--- src/sgb_pkg.sv ---
`default_nettype none
package sgb_pkg;
	localparam int MAX_WIDTH  = 1024;
	localparam int MAX_RADIUS = 7;
	localparam int ADDR_W     = $clog2(MAX_WIDTH);
	localparam int WIN_DEPTH  = 2 * MAX_RADIUS + 1;
	localparam int NUM_BANKS  = 2 * MAX_RADIUS;
	localparam int PIX_W      = 8;
	localparam int WT_W       = 16;
	localparam int PROD_W     = PIX_W + WT_W;

	localparam logic [2:0] REG_FRAME_WIDTH  = 3'd0;
	localparam logic [2:0] REG_FRAME_HEIGHT = 3'd1;
	localparam logic [2:0] REG_BLUR_RADIUS  = 3'd2;
	localparam logic [2:0] REG_WEIGHTS_NEAR = 3'd3;
	localparam logic [2:0] REG_WEIGHTS_FAR  = 3'd4;

	// Weight for tap offset 0..7, picked out of the two packed weight words.
	function automatic logic [WT_W-1:0] tap_weight(input logic [63:0] near,
			input logic [63:0] far, input logic [2:0] off);
		logic [63:0] src;
		src = off[2] ? far : near;
		case (off[1:0])
			2'd0: tap_weight = src[15:0];
			2'd1: tap_weight = src[31:16];
			2'd2: tap_weight = src[47:32];
			2'd3: tap_weight = src[63:48];
			default: tap_weight = '0;
		endcase
	endfunction
endpackage
`default_nettype wire

--- src/sgb_hcell.sv ---
`default_nettype none
module sgb_hcell import sgb_pkg::*; (
	input  wire logic              clk,
	input  wire logic              arst_n,
	input  wire logic              en,
	input  wire logic              clr,
	input  wire logic [PIX_W-1:0]  din,
	input  wire logic [WT_W-1:0]   weight,
	output logic      [PIX_W-1:0]  tap,
	output logic      [PROD_W-1:0] prod
);
	logic [PIX_W-1:0]  tap_q;
	logic [PROD_W-1:0] prod_s2;

	always_ff @(posedge clk or negedge arst_n) begin
		if (!arst_n) begin
			tap_q <= '0;
		end else if (en) begin
			tap_q <= clr ? '0 : din;
		end
	end

	always_ff @(posedge clk) begin
		prod_s2 <= PROD_W'(tap_q) * PROD_W'(weight);
	end

	assign tap  = tap_q;
	assign prod = prod_s2;
endmodule
`default_nettype wire

--- config.mk ---
export PLATFORM = sky130hd
export DESIGN_NAME = sgb_hcell
export DESIGN_NICKNAME = d
export VERILOG_FILES = /design/src/sgb_pkg.sv /design/src/sgb_hcell.sv
export SDC_FILE = /design/constraint.sdc
export NUM_CORES = 1
export LEC_CHECK = 0
export BUFFER_PORTS_ARGS = -buffer_cell sky130_fd_sc_hd__buf_2
export CORE_ASPECT_RATIO = 1.25
export CORE_MARGIN = 4
export CORE_UTILIZATION = 40
export CTS_BUF_LIST = sky130_fd_sc_hd__clkbuf_4 sky130_fd_sc_hd__clkbuf_8
export CTS_CLUSTER_DIAMETER = 80
export DETAILED_ROUTE_END_ITERATION = 6
export HOLD_SLACK_MARGIN = 0.02
export PLACE_DENSITY = 0.66
export SYNTH_ARGS = -nofsm -noshare
export SYNTH_HDL_FRONTEND = slang
export SYNTH_SLANG_ARGS = --single-unit
--- constraint.sdc ---
create_clock -name clk -period 4.3 [get_ports clk]
set_input_delay 0.215 -clock clk [delete_from_list [all_inputs] [get_ports clk]]
set_output_delay 0.215 -clock clk [all_outputs]
set_load 0.03 [all_outputs]
==> flow_metrics.env <==
export IMPL_p_per_area_nw_per_um2=422
export IMPL_route_detailed_drc=0
export IMPL_die_w_um=107
export IMPL_arrival_ns=4.51
export IMPL_die_y_um=131
export IMPL_fin_nets=813
export IMPL_root_buffer="clkbuf_8"
export IMPL_layout_common_cells="103 x inv_1, 97 x and2_1, 78 x fa_1, 59 x buf_2, 57 x buf_4"
export IMPL_antennaDiodeCount=0
export IMPL_fmax_ghz=0.233
export IMPL_cts_tree="built"
export IMPL_mappedNetlistArea_um2=4870
export IMPL_slew_violations=0
export IMPL_synthAdderAreaFrac_pct=45.8
export IMPL_gp_congestion=0.870
export IMPL_start_kind="flop"
export IMPL_finalPower_w=0.00267
export IMPL_stdcell_area_um2=6320
export IMPL_grt_total_usage_pct=19.1
export IMPL_wire_per_inst_um=16.1
export IMPL_cp_required_ns=4.51
export IMPL_synth_cell_type_count=35
export IMPL_pin_count=60
export IMPL_vdd_drop_max_v=0.000263
export IMPL_numCtsBuffers=5
export IMPL_final_cells=819
export IMPL_detail_route_antenna_nets=0
export IMPL_synthSimpleGateAreaFrac_pct=20.3
export IMPL_rows=44
export IMPL_grt_first_pass_wirelength_um=21400
export IMPL_drive_gt1_share_pct=30.7
export IMPL_r2r_slack_ns=0.0006
export IMPL_antenna_found_initial=0
export IMPL_slowest_delay_ns=0.58
export IMPL_setup_violations=0
export IMPL_setup_worst_path_end_class="flop"
export IMPL_yosys_warnings=0
export IMPL_finalHoldViolations=0
export IMPL_drt_pre_antenna_iters=5
export IMPL_tightest_slew_ns=0.583
export IMPL_grt_overflow=0
export IMPL_die_area_um2=14000
export IMPL_p_leak_nw=3.21
export IMPL_clockBufferDepth=2
export IMPL_worstPathCellList="buf_6, and2_4, fa_1, fa_1, fa_1, inv_1, fa_1, inv_1, ha_4, o41a_1, a41o_1, a311oi_2, xnor2_1"
export IMPL_slew_headroom_pct=61.1
export IMPL_port_buffers=59
export IMPL_cpMostUsedCell="fa_1"
export IMPL_h_tree_depth=2
export IMPL_min_path_type="in -> reg"
export IMPL_vias=4071
export IMPL_wl_um=13200
export IMPL_coreArea_um2=11800
export IMPL_max_cap_violations=0
export IMPL_dp_cells=783
export IMPL_drtIter0Drc=162
export IMPL_synth_xor_xnor_area_share_pct=3.06
export IMPL_vias_per_cell=4.97
export IMPL_ys_seq_elements=32
export IMPL_synthCells=534
export IMPL_grt_pass1_vias=4482
export IMPL_status="finished clean"
export IMPL_fin_skew_ns=0.0117
export IMPL_cts_sink_count=32
export IMPL_grt_max_degree=19
export IMPL_initial_utilization_pct=41.4
export IMPL_finalCritPeriodShare_pct=100
export IMPL_layout_min_cycle_time_ns=4.30
export IMPL_synth_top_family_by_area="adder cells"
export IMPL_clk_pin_slew_ns=0.09
export IMPL_cp_slowest_cell="fa_1"
export IMPL_avgSynthCellArea_um2=9.12
export IMPL_critical_path_class="reg -> reg"
export IMPL_synth_compound_area_share_pct=7.45
export IMPL_muxShareOfSynthArea_pct=0.205
export IMPL_yosysSeqAreaShare_pct=14.0
export IMPL_clk_latency_ns=0.30
export IMPL_final_common_cell="inv_1"
export IMPL_syn_to_final_growth_pct=29.8
export IMPL_hpwl_um=9890
export IMPL_detailed_place_area_um2=5680
export IMPL_synth_nets=690
export IMPL_cp_max_fo=7
export IMPL_finalSetupTns_ns=0
export IMPL_rsz0062_at_grt="true"
[worst paths after layout]
check	cells after the start	to	startpoint
max in group asynchronous	2	tap[3]$_DFFE_PN0P_	arst_n
worst max register to register	13	prod[18]$_DFF_P_	tap[7]$_DFFE_PN0P_
min in group asynchronous	2	tap[5]$_DFFE_PN0P_	arst_n
worst min register to register	3	tap[2]$_DFFE_PN0P_	tap[2]$_DFFE_PN0P_
worst max-delay path	13	prod[18]$_DFF_P_	tap[7]$_DFFE_PN0P_
worst min-delay path	3	tap[4]$_DFFE_PN0P_	din[4]
[worst max-delay path, delay by kind of cell (launching register included)]
family,cells,cell delay (ns)
compound gates,3,0.95
fa+ha+maj,5,2.22
buf+inv,3,0.25
xor+xnor,1,0.17
flops,1,0.46
simple gates,1,0.15
[power by group]
part | switching (W) | internal (W)
clock network | 0.000137 | 0.000179
registers | 0.0000391 | 0.000402
logic | 0.00106 | 0.000850
[registers in the layout, indices dropped and copies added (netlist names)]
register and cells:
tap 8, prod 24
[area by class of cell]
class                           instances  area (µm²)
Clock inverter                          2        35.0
Clock buffer                            6        76.3
Sequential cell                        32         688
Tap cell                              161         201
Multi-Input combinational cell        382        4050
Inverter                              108         405
Timing Repair Buffer                  128         866
Fill cell                            1095        5460
[timing repair]
item | CTS | global route
gates cloned | 0 | 0
endpoints found under the hold margin | 8 | 0
hold buffers | 1 | 0
gates resized for setup | 37 | 39
setup buffers | 21 | 8
pin swaps | 27 | 40
endpoints found under the setup margin | 9 | 11
[cell families (layout without fill, tap and decap cells)]
family                     after synthesis  count (layout)
xor gates and xnor gates                17              17
adders and majority gates              128             128
and+or+nand+nor                        178             178
muxes                                    1               1
buffers and inverters                  120             244
AOI/OAI and AO/OA                       58              58
DFF                                     32              32
[through the flow]
step	hold WS [ns]	utilization, %	setup slack, ns
2_1_floorplan	-0.0806	-	0.00403
6_report	0.166	53.7	0.000600
4_1_cts	0.161	51.6	-0.0694
5_1_grt	0.170	53.7	-0.161
3_3_place_gp	0.0823	48.2	-0.157
3_5_place_dp	0.0812	48.2	-0.110
[synthesized netlist by cell type]
library cell / count / area, µm²
a21boi_0: 1 / 7.51
xnor2_1: 11 / 96.3
nand2b_1: 2 / 12.5
nor3_1: 3 / 15.0
a21oi_1: 18 / 90.1
a311oi_2: 1 / 15.0
dfxtp_1: 24 / 480
a211oi_1: 4 / 30.0
o41a_1: 1 / 11.3
xor2_1: 6 / 52.6
o211ai_1: 3 / 22.5
a21o_2: 1 / 8.76
a21o_1: 3 / 22.5
nor2_1: 14 / 52.6
mux2i_1: 1 / 10.0
a211oi_2: 1 / 12.5
nor2b_1: 3 / 18.8
and3_1: 2 / 12.5
fa_1: 84 / 1680
o21ai_0: 19 / 95.1
or3_1: 1 / 6.26
ha_1: 44 / 551
nand4_1: 2 / 12.5
o21a_1: 1 / 7.51
dfrtp_1: 8 / 200
and2_1: 102 / 638
inv_1: 108 / 405
clkbuf_1: 12 / 45.0
a31oi_1: 2 / 12.5
nand2_1: 37 / 139
o31ai_1: 1 / 7.51
nand3_1: 4 / 20.0
nand3b_1: 8 / 60.1
a41o_1: 1 / 10.0
a211o_2: 1 / 10.0
[metal layers]
layer / track usage [%] / share of wire, % / vias up
met1: 20.3 / 35 / 2031
li1: - / - / 1878
met3: 2.65 / 4.6 / 36
met5: 0 / 0 / -
met2: 36.9 / 56 / 126
met4: 8.24 / 4.5 / 0
Power figures use the tool's default switching activity.
